## src/sv/srs_pkg.sv

```systemverilog
// Shared types, widths and codes for the setpoint ramp sequencer.
// Used by every module of the block but srs_ram; depends on nothing.
package srs_pkg;

   localparam int CHANNELS    = 16;
   localparam int QUEUE_DEPTH = 64;
   localparam int TIME_W      = 40;
   localparam int VAL_W       = 32;
   localparam int CH_W        = 4;
   localparam int KIND_W      = 3;
   localparam int MASK_W      = 16;
   localparam int SLOT_W      = (QUEUE_DEPTH > 1) ? $clog2(QUEUE_DEPTH) : 1;
   localparam int COUNT_W     = $clog2(QUEUE_DEPTH + 1);
   localparam int CIDX_W      = (CHANNELS > 1) ? $clog2(CHANNELS) : 1;
   localparam int CCNT_W      = CIDX_W + 1;
   localparam int ADDR_W      = CIDX_W + SLOT_W;
   localparam int STORE_DEPTH = CHANNELS * QUEUE_DEPTH;
   localparam int ENTRY_W     = TIME_W + VAL_W;
   localparam int MAG_W       = VAL_W + 1;
   localparam int PROD_W      = TIME_W + MAG_W;
   localparam int MD_CNT_W    = $clog2(MAG_W + 1);
   localparam int FIFO_DEPTH  = 2;

   localparam logic [1:0] REQ_CLEAR = 2'd0;
   localparam logic [1:0] REQ_LOAD  = 2'd1;
   localparam logic [1:0] REQ_TICK  = 2'd2;

   localparam logic [KIND_W-1:0] KIND_ACCEPTED = 3'd0;
   localparam logic [KIND_W-1:0] KIND_FULL     = 3'd1;
   localparam logic [KIND_W-1:0] KIND_ORDER    = 3'd2;
   localparam logic [KIND_W-1:0] KIND_CLEARED  = 3'd3;
   localparam logic [KIND_W-1:0] KIND_OUTPUT   = 3'd4;

   typedef enum logic [1:0] {
      OP_CLEAR,
      OP_LOAD,
      OP_TICK
   } op_type;

   typedef struct packed {
      logic [1:0]              req_type;
      logic [CH_W-1:0]         channel;
      logic [TIME_W-1:0]       item_time;
      logic signed [VAL_W-1:0] setpoint_value;
   } req_item_type;

   typedef struct packed {
      logic [KIND_W-1:0]       result_kind;
      logic [CH_W-1:0]         out_channel;
      logic signed [VAL_W-1:0] out_value;
      logic                    last;
   } rsp_item_type;

   typedef struct packed {
      op_type                  op;
      logic [CH_W-1:0]         channel;
      logic [TIME_W-1:0]       item_time;
      logic signed [VAL_W-1:0] value;
   } cmd_type;

   typedef struct packed {
      logic full;
      logic empty;
   } fifo_status_type;

endpackage

```

## src/sv/srs_front.sv

```systemverilog
// Front end: takes request beats, classifies them and hands commands on.
// Depends on srs_pkg.
module srs_front (
   input  logic                 clock,
   input  logic                 reset,
   input  logic                 req_valid,
   input  srs_pkg::req_item_type req_data,
   output logic                 req_stall,
   input  srs_pkg::fifo_status_type fifo_status,
   output logic                 push,
   output srs_pkg::cmd_type     push_data
);

   logic                  hold_valid_ff, hold_valid_in;
   srs_pkg::req_item_type hold_ff;
   logic                  is_cmd;
   srs_pkg::op_type       op;
   logic                  accept;

   assign req_stall = hold_valid_ff && fifo_status.full;
   assign accept    = req_valid && !req_stall;

   always_comb begin
      is_cmd = 1'b1;
      op     = srs_pkg::OP_TICK;
      unique case (hold_ff.req_type)
         srs_pkg::REQ_CLEAR: op = srs_pkg::OP_CLEAR;
         srs_pkg::REQ_LOAD:  op = srs_pkg::OP_LOAD;
         srs_pkg::REQ_TICK:  op = srs_pkg::OP_TICK;
         default:            is_cmd = 1'b0;
      endcase
   end

   // drop unused request codes as they leave the holding register
   assign push = hold_valid_ff && !fifo_status.full && is_cmd;
   assign push_data = '{op: op, channel: hold_ff.channel, item_time: hold_ff.item_time,
                        value: hold_ff.setpoint_value};

   always_comb begin
      hold_valid_in = hold_valid_ff;
      if (hold_valid_ff && !fifo_status.full) begin
         hold_valid_in = 1'b0;
      end
      if (accept) begin
         hold_valid_in = 1'b1;
      end
   end

   always_ff @(posedge clock) begin
      if (reset) begin
         hold_valid_ff <= 1'b0;
      end else begin
         hold_valid_ff <= hold_valid_in;
      end
      if (accept) begin
         hold_ff <= req_data;
      end
   end

endmodule

```

## config.mk

```make
export PLATFORM = sky130hd
export DESIGN_NAME = srs_front
export DESIGN_NICKNAME = d
export VERILOG_FILES = /design/src/sv/srs_pkg.sv /design/src/sv/srs_front.sv
export SDC_FILE = /design/constraint.sdc
export NUM_CORES = 1
export LEC_CHECK = 0
export ABC_CLOCK_PERIOD_IN_PS = 5200
export BUFFER_PORTS_ARGS = -buffer_cell sky130_fd_sc_hd__buf_2
export CAP_MARGIN = 20
export CORE_ASPECT_RATIO = 0.8
export CORE_MARGIN = 5
export CORE_UTILIZATION = 35
export DETAILED_ROUTE_END_ITERATION = 16
export PLACE_DENSITY = 0.75
export SKIP_CTS_REPAIR_TIMING = 1
export SYNTH_ARGS = -nofsm -noshare
export SYNTH_HDL_FRONTEND = slang
export SYNTH_SLANG_ARGS = --single-unit
```

## constraint.sdc

```tcl
create_clock -name clock -period 5.2 [get_ports clock]
set_clock_uncertainty 0.2 [all_clocks]
set_input_delay 1.56 -clock clock [delete_from_list [all_inputs] [get_ports clock]]
set_output_delay 1.56 -clock clock [all_outputs]
set_load 0.005 [all_outputs]
```

==> run metrics <==
outcome finished, final reports clean; cell area after synthesis 2985 µm²; CP startpoint fifo_status[1]; Overall Global Routing Usage 10.93%; FF+latch area 2362 µm²; DR pass1 iterations 2; Yosys top cell by area edfxtp_1; slowest stage cell, crit path a211oi_2; synthesized instance count between 150 and 200; Clock Sinks 79; CP dominant cell by count buf_2; top post-synthesis cells by area edfxtp_1 (78%), buf_4 (19%), dfxtp_1 (0.67%), a211oi_2 (0.42%), and2_4 (0.29%); Worst Hold Launch hold_valid_ff; WL/cell approximately 15 µm; Peak supply drop between 0.15 and 0.2 mV; Via density 3.989; Yosys cell types 11; Final Cycle Share 72.46%; most common cell after layout, fill and taps aside buf_2; IO buf count 161; endpoint class of the critical path output port; drt initial violations 31; P_leak about 1.5 nW; Site Rows 30; total wire length 5722 µm; Core Area 8408 µm²; # setup viols final 0; area of the multi-input gates roughly 50 µm²; Initial Utilization between 30 and 40%; Die Span Y 92.61 µm; Die ar. 10,490 µm²; GPL Wtd Cong approximately 0.77; final setup margin 1.432 ns; TritonCTS Buffers 9; final instance area 3566 µm²; initial antenna violation count 0; Residual DRC 0; final net count 343; synthesis-to-layout area growth 19.45%; CP max FO 3; Yosys warning total 0; utilization after layout 42.41%; RSZ-0062 raised after global routing no; first-pass GRT wire length 8493 µm; Synthesized Nets 246; sequential area share after synthesis 79.13%; PD cells 357.6 nW/µm²; dpl cells 361; Post-DRT Antenna Nets 0; slew margin rel. 64.77%; # IOs 163; GR Overflow Total 0; worst slack at placement 1.429 ns; crit path DAT about 2.0 ns; area of placed instances 3377 µm²; hold crit path type register to register; die width 113.3 µm; WHS 0.3252 ns; layout cells sized above 1 around two thirds; worst skew pair latency 0.34 ns; worst path cell trace buf_2 -> a211oi_2 -> buf_2; vias in the first global route 1,570; CP max stage delay 0.19 ns; CTS tree built; root buffer cell clkbuf_8; Max-cap violations 0; crit start category primary input; Bufs and invs on worst path 2; Peak Freq 0.2654 GHz; Antenna Cells 0; Cell Count, Final, Fillers Out 377; flop2flop setup slack 3.27 ns; Worst-Margin Slew 0.5274 ns; required time of the worst setup path 3.44 ns; Tot Pwr between 1 and 1.5 mW; Final Max Tran Viols 0; layout filler cell count 808; CP top delay family buffers and inverters; flops & latches, synth 79; most frequent cells in the layout buf_2 (161), edfxtp_1 (78), clkbuf_8 (9); Crit Path Class primary input to output port; setup_tns 0 ns; Mapped Avg Cell Area 18.32 µm²; Hold Violations, Final 0; R2R Path Start hold_valid_ff; Period minus WS final 3.768 ns; routed vias around 1,500; CTS H-tree lvls 3; largest net degree at the start of global routing 32; CTS Buffer Depth 2; CTS clk-pin slew, worst paths about 0.08 ns; post-synth top area share around 78%
-- final cells by class --
type	instances	area share (%)
Sequential cell	79	66.25
Timing Repair Buffer	163	23.02
Tap cell	112	3.930
Clock buffer	11	3.684
Clock inverter	5	1.614
Multi-Input combinational cell	6	1.404
Inverter	1	0.1053
-- synthesized netlist by cell type (all sizes together) --
master   n
a211oi   1
a21oi    1
and2     1
buf     76
clkbuf   1
dfxtp    1
edfxtp  78
inv      1
nor2     1
nor2b    2
-- metal layers --
metal  vias to the layer above  GRT usage (%)  wire (µm)
met5                         -              0          0
met4                         0          5.105         75
met3                         7          6.662        857
met2                       107          17.55       2795
met1                       698          11.38       1994
li1                        692              -          -
-- kinds of logic (layout without fill, tap and decap cells) --
| family | count (synthesis) | in the layout | share of synthesized area, % |
|---|---|---|---|
| flip-flops | 79 | 79 | 79.13 |
| buffers and inverters | 78 | 180 | 19.36 |
| AND/OR/NAND/NOR | 4 | 4 | 0.9222 |
| AO/OA/AOI/OAI | 2 | 2 | 0.5865 |
-- sequential cells by signal, indices dropped and copies added (netlist names) --
signal         flops
push_data         76
hold_ff            2
hold_valid_ff      1
-- where the power goes --
group	switching (mW)	internal [mW]	total [mW]
registers	0.00862	0.744	0.752
clock network	0.210	0.222	0.432
logic	0.0444	0.0462	0.0907
-- tightest hold or removal path, delay by kind of cell, from the launching register on --
| kind | cells | cell delay, ns |
|---|---|---|
| simple gates | 1 | 0.07 |
| compound gates | 1 | 0.08 |
| flops | 1 | 0.35 |
-- worst paths after layout --
| kind | endpoint | depth (start not counted) |
|---|---|---|
| worst max-delay path | push | 3 |
| worst min-delay path | hold_valid_ff | 2 |
| worst max register to register | push_data[3] | 3 |
| worst min register to register | hold_valid_ff | 2 |
Note: power is estimated with default switching activity, not from simulation.
