**src/sv/srs_pkg.sv**
```systemverilog
// Shared types, widths and codes for the setpoint ramp sequencer.
// Used by every module of the block but srs_ram; depends on nothing.
package srs_pkg;

   localparam int CHANNELS    = 16;
   localparam int QUEUE_DEPTH = 64;
   localparam int TIME_W      = 40;
   localparam int VAL_W       = 32;
   localparam int CH_W        = 4;
   localparam int KIND_W      = 3;
   localparam int MASK_W      = 16;
   localparam int SLOT_W      = (QUEUE_DEPTH > 1) ? $clog2(QUEUE_DEPTH) : 1;
   localparam int COUNT_W     = $clog2(QUEUE_DEPTH + 1);
   localparam int CIDX_W      = (CHANNELS > 1) ? $clog2(CHANNELS) : 1;
   localparam int CCNT_W      = CIDX_W + 1;
   localparam int ADDR_W      = CIDX_W + SLOT_W;
   localparam int STORE_DEPTH = CHANNELS * QUEUE_DEPTH;
   localparam int ENTRY_W     = TIME_W + VAL_W;
   localparam int MAG_W       = VAL_W + 1;
   localparam int PROD_W      = TIME_W + MAG_W;
   localparam int MD_CNT_W    = $clog2(MAG_W + 1);
   localparam int FIFO_DEPTH  = 2;

   localparam logic [1:0] REQ_CLEAR = 2'd0;
   localparam logic [1:0] REQ_LOAD  = 2'd1;
   localparam logic [1:0] REQ_TICK  = 2'd2;

   localparam logic [KIND_W-1:0] KIND_ACCEPTED = 3'd0;
   localparam logic [KIND_W-1:0] KIND_FULL     = 3'd1;
   localparam logic [KIND_W-1:0] KIND_ORDER    = 3'd2;
   localparam logic [KIND_W-1:0] KIND_CLEARED  = 3'd3;
   localparam logic [KIND_W-1:0] KIND_OUTPUT   = 3'd4;

   typedef enum logic [1:0] {
      OP_CLEAR,
      OP_LOAD,
      OP_TICK
   } op_type;

   typedef struct packed {
      logic [1:0]              req_type;
      logic [CH_W-1:0]         channel;
      logic [TIME_W-1:0]       item_time;
      logic signed [VAL_W-1:0] setpoint_value;
   } req_item_type;

   typedef struct packed {
      logic [KIND_W-1:0]       result_kind;
      logic [CH_W-1:0]         out_channel;
      logic signed [VAL_W-1:0] out_value;
      logic                    last;
   } rsp_item_type;

   typedef struct packed {
      op_type                  op;
      logic [CH_W-1:0]         channel;
      logic [TIME_W-1:0]       item_time;
      logic signed [VAL_W-1:0] value;
   } cmd_type;

   typedef struct packed {
      logic full;
      logic empty;
   } fifo_status_type;

endpackage

```
**src/sv/srs_fifo.sv**
```systemverilog
// Short command queue between the front end and the executing back end.
// Depends on srs_pkg.
module srs_fifo (
   input  logic             clock,
   input  logic             reset,
   input  logic             push,
   input  srs_pkg::cmd_type push_data,
   input  logic             pop,
   output srs_pkg::cmd_type pop_data,
   output srs_pkg::fifo_status_type status
);

   localparam int PTR_W = $clog2(srs_pkg::FIFO_DEPTH);
   localparam int CNT_W = $clog2(srs_pkg::FIFO_DEPTH + 1);

   srs_pkg::cmd_type mem_ff [srs_pkg::FIFO_DEPTH];
   logic [PTR_W-1:0] wr_ptr_ff, wr_ptr_in, rd_ptr_ff, rd_ptr_in;
   logic [CNT_W-1:0] cnt_ff, cnt_in;

   function automatic logic [PTR_W-1:0] ptr_next(input logic [PTR_W-1:0] p);
      logic [PTR_W-1:0] r;
      r = p + 1'b1;
      if (p == PTR_W'(srs_pkg::FIFO_DEPTH - 1)) begin
         r = '0;
      end
      return r;
   endfunction

   assign status.full  = (cnt_ff == CNT_W'(srs_pkg::FIFO_DEPTH));
   assign status.empty = (cnt_ff == '0);
   assign pop_data     = mem_ff[rd_ptr_ff];

   always_comb begin
      wr_ptr_in = push ? ptr_next(wr_ptr_ff) : wr_ptr_ff;
      rd_ptr_in = pop  ? ptr_next(rd_ptr_ff) : rd_ptr_ff;
      cnt_in    = cnt_ff + CNT_W'(push) - CNT_W'(pop);
   end

   always_ff @(posedge clock) begin
      if (reset) begin
         wr_ptr_ff <= '0;
         rd_ptr_ff <= '0;
         cnt_ff    <= '0;
      end else begin
         wr_ptr_ff <= wr_ptr_in;
         rd_ptr_ff <= rd_ptr_in;
         cnt_ff    <= cnt_in;
      end
      if (push) begin
         mem_ff[wr_ptr_ff] <= push_data;
      end
   end

endmodule

```
**config.mk**
```make
export PLATFORM = sky130hd
export DESIGN_NAME = srs_fifo
export DESIGN_NICKNAME = d
export VERILOG_FILES = /design/src/sv/srs_pkg.sv /design/src/sv/srs_fifo.sv
export SDC_FILE = /design/constraint.sdc
export NUM_CORES = 1
export LEC_CHECK = 0
export ABC_CLOCK_PERIOD_IN_PS = 4100
export BUFFER_PORTS_ARGS = -buffer_cell sky130_fd_sc_hd__clkbuf_2
export CORE_MARGIN = 4
export CORE_UTILIZATION = 47
export CTS_CLUSTER_SIZE = 16
export DETAILED_ROUTE_END_ITERATION = 8
export HOLD_SLACK_MARGIN = 0.12
export PLACE_DENSITY = 0.76
export SLEW_MARGIN = 40
export SYNTH_ARGS = -nofsm -noshare
export SYNTH_HDL_FRONTEND = slang
export SYNTH_SLANG_ARGS = --single-unit
```
**constraint.sdc**
```tcl
create_clock -name clock -period 4.1 [get_ports clock]
set_input_delay 0.205 -clock clock [delete_from_list [all_inputs] [get_ports clock]]
set_output_delay 0.205 -clock clock [all_outputs]
set_load 0.01 [all_outputs]
```
==> impl_summary.log <==
[metrics] status: completed
[metrics] Hold Slack: ~0.23 ns
[metrics] boundary pin count: between 150 and 200
[metrics] Worst Path Class, Setup: flip-flop to output port
[metrics] CP startpoint kind: flip-flop
[metrics] Placed Area: approximately 7000 µm²
[metrics] Reg2Reg Setup Slack: roughly 2.5 ns
[metrics] final cell count without fillers: between 700 and 800
[metrics] Final setup viols: 0
[metrics] floorplan row count: 40
[metrics] Slew HR: between 50% and 60%
[metrics] vias in the first global route: between 3,000 and 4,000
[metrics] mean post-synth cell area: roughly 22 µm²
[metrics] filler cell count: between 800 and 900
[metrics] Yosys Warn Count: 0
[metrics] sum of routed wire segments on met1: about 4.4 mm
[metrics] Port-buffer cells: 161
[metrics] cell count after synthesis: around 260
[metrics] final count of pins violating max slew: 0
[metrics] detailed-route wire length per cell: approximately 16 µm
[metrics] Max-Cap Viols: 0
[metrics] area overhead of the layout relative to synthesis: 42.0%
[metrics] met3 layer wire length in the routed design: between 700 and 800 µm
[metrics] maximum operating frequency: between 500 and 600 MHz
[metrics] total CTS buffers: 17
[metrics] Cells after DPL: 588
[metrics] gate family responsible for the most delay along the worst path: flip-flops
[metrics] CTS tree: done
[metrics] peak supply drop: roughly 0.4 mV
[metrics] routed via count: around 3,300
[metrics] Starting Density: 48.7%
[metrics] final net count: slightly above 600
[metrics] clock transition at the registers of the reported paths: approximately 0.050 ns
[metrics] post-DP HPWL: roughly 6.8 mm
[metrics] root buf cell: sky130_fd_sc_hd__clkbuf_16
[metrics] sequential share of the synthesized area: around four fifths
[metrics] distinct cell type count of the synthesized netlist: 13
[metrics] Internal: around 3.3 mW
[metrics] crit path cell chain: buf_12 -> mux2_2 -> clkbuf_2
[metrics] total routed wirelength: 11.4 mm
[metrics] drt drc: 0
[metrics] kind of end point of the critical path: output port
[metrics] clock latency reported for the late side of the worst-skew pair: about 0.42 ns
[metrics] share of cells above drive strength 1: roughly half
[metrics] Core Box Area: about 12,000 µm²
[metrics] detailed route wirelength on metal2: 6.05 mm
[metrics] Remaining Overflow, GRT: 0
[metrics] first-pass iteration count of the detailed router: 4
[metrics] first-pass GRT wire length: 18.0 mm
[metrics] net switching power figure: 841 µW
[metrics] biggest cell delay along the critical path: 0.41 ns
[metrics] time the final worst path needs with I/O delays and setup: roughly 1.9 ns
[metrics] number of logic stages on the critical path including buffering: 3
[metrics] synthesized net count: approximately 350
[metrics] actual transition at the worst max-transition pin: between 0.7 and 0.8 ns
[metrics] post-cts resize count: 0
[metrics] largest net degree at the start of global routing: 79
[metrics] number of synthesized register bits: 161
[metrics] maximum clock insertion buffer count: 2
[metrics] clock tree skew after final layout: ~0.0078 ns
[metrics] post-detailed-route count of antenna-violating nets: 0
[metrics] post-route setup TNS: 0 ns
[metrics] LEAKAGE: approximately 3.3 nW
[metrics] H-tree depth reported by CTS: 4
[metrics] required arrival time at the worst endpoint: 3.89 ns
[metrics] overall routing resource usage: between 10% and 20%
[metrics] GP Congestion: 0.726
[metrics] share of power burned in registers: 46.9%
[metrics] Hold Crit Class: primary input to flip-flop
[metrics] final design instance area without fill: roughly 8400 µm²
[metrics] die area: ~14,000 µm²
[metrics] post-synthesis instance area: ~6000 µm²
[metrics] unrepaired setup endpoints after global routing: no
[metrics] data arrival time of the critical path: ~1.7 ns
[metrics] switching portion of total power: a little over 20%
[metrics] period utilisation layout: 45.2%
[metrics] Pwr Density: approximately 500 nW/µm²
[metrics] Reg2Reg Depth: 2
[metrics] number of sinks driven by the clock tree: between 150 and 200
[metrics] Vias/cell: 4.73
[metrics] share of power burned in the clock network: 41.3%
[metrics] DR top layer: met4
[metrics] initial antenna violation count: 0
[metrics] hold violation count in the final report: 0
[metrics] CP Buf/Inv Count: 2
[metrics] number of violations reported at the end of detailed-routing iteration 0: ~210
[metrics] Die Span X: 120 µm
[metrics] Slowest cell on crit path: sky130_fd_sc_hd__dfxtp_4
[metrics] antenna cells: 0
[metrics] maximum fanout along the worst path: 38
[metrics] worst hold path depth: 3
[metrics] part of the power in combinational logic: around an eighth
[metrics] Die H: about 120 µm
sequential cells by signal (all words and copies together), names as in the netlist, named ones only:
signal,count
mem_ff,156
cnt_ff,2
rd_ptr_ff,1
wr_ptr_ff,1
cells in the mapped netlist:
master                     count  area (µm²)
sky130_fd_sc_hd__edfxtp_1    156        4680
sky130_fd_sc_hd__mux2_2       58         653
sky130_fd_sc_hd__mux2_4       20         300
sky130_fd_sc_hd__buf_2         5        25.0
sky130_fd_sc_hd__dfxtp_1       5         100
sky130_fd_sc_hd__nor2_1        5        18.8
sky130_fd_sc_hd__buf_6         4        45.0
sky130_fd_sc_hd__nor2b_1       3        18.8
sky130_fd_sc_hd__ha_1          2        25.0
sky130_fd_sc_hd__inv_1         2        7.51
sky130_fd_sc_hd__xnor2_1       2        17.5
sky130_fd_sc_hd__and2_1        1        6.26
sky130_fd_sc_hd__xnor3_1       1        22.5
power groups by stage:
| stage | logic (mW) | clock network (mW) | registers (mW) |
|---|---|---|---|
| after floorplan | 0.256 | 0 | 1.98 |
| after detailed placement | 0.429 | 0 | 1.99 |
| after global placement | 0.382 | 0 | 2.01 |
| after global routing | 0.529 | 1.83 | 1.96 |
| final | 0.490 | 1.72 | 1.95 |
| after CTS | 0.494 | 1.76 | 1.95 |
per-layer routing:
layer | GRT usage, % | vias to the layer above
li1 | - | 1557
met1 | 18.2 | 1615
met2 | 28.8 | 125
met3 | 5.61 | 21
met4 | 7.51 | 0
met5 | 0 | -
cells by family (layout without fill, tap and decap cells):
kind of cell | after synthesis | after routing | share of synthesized area, %
mux | 78 | 78 | 16.1
simple gates | 9 | 9 | 0.739
xor+xnor | 3 | 3 | 0.676
fa+ha+maj | 2 | 2 | 0.422
buf+inv | 11 | 280 | 1.31
flops | 161 | 161 | 80.8
cells in the final DEF, fill, tap and decap left out, types with 3 or more instances in the layout:
master and count:
sky130_fd_sc_hd__clkbuf_2 161, sky130_fd_sc_hd__edfxtp_1 156, sky130_fd_sc_hd__dlygate4sd3_1 81, sky130_fd_sc_hd__mux2_2 58, sky130_fd_sc_hd__mux2_4 20, sky130_fd_sc_hd__clkbuf_16 17, sky130_fd_sc_hd__bufinv_16 6, sky130_fd_sc_hd__nor2_1 5
sky130_fd_sc_hd__dfxtp_1 4, sky130_fd_sc_hd__clkbuf_1 3, sky130_fd_sc_hd__buf_12 3
metrics by stage:
| stage | setup WS [ns] | util (%) | power, mW |
|---|---|---|---|
| 3_5_place_dp | 2.47 | 57.2 | 2.42 |
| 2_1_floorplan | 1.30 | - | 2.23 |
| 5_1_grt | 2.17 | 69.2 | 4.32 |
| 4_1_cts | 2.24 | 69.2 | 4.20 |
| 6_report | 2.25 | 69.2 | 4.16 |
| 3_3_place_gp | 2.17 | 56.7 | 2.39 |
tightest hold or removal path: stages:
cell and delay [ns]:
sky130_fd_sc_hd__clkbuf_2 0.14, sky130_fd_sc_hd__ha_1 0.14, sky130_fd_sc_hd__nor2b_1 0.11
cell type report:
class	count	area, µm²	area share [%]
multi-input combinational	92	1070	12.7
sequential	161	4790	56.9
inverter	2	7.51	0.0892
timing repair buffer	246	1690	20.1
tap	168	210	2.50
clock buffer	20	437	5.19
clock inverter	12	213	2.53
path summary, 6_finish.rpt:
path,from,endpoint
worst max-delay path,flip-flop,pop_data[37]
worst min-delay path,push,cnt_ff[0]
worst max register to register,wr_ptr_ff,mem_ff[1][55]
worst min register to register,rd_ptr_ff,rd_ptr_ff
what timing repair did:
item	in CTS	in global routing
endpoints found under the hold margin	161	0
hold buffers	81	0
setup buffers	0	0
No activity file was read; power rests on OpenSTA's default activity.
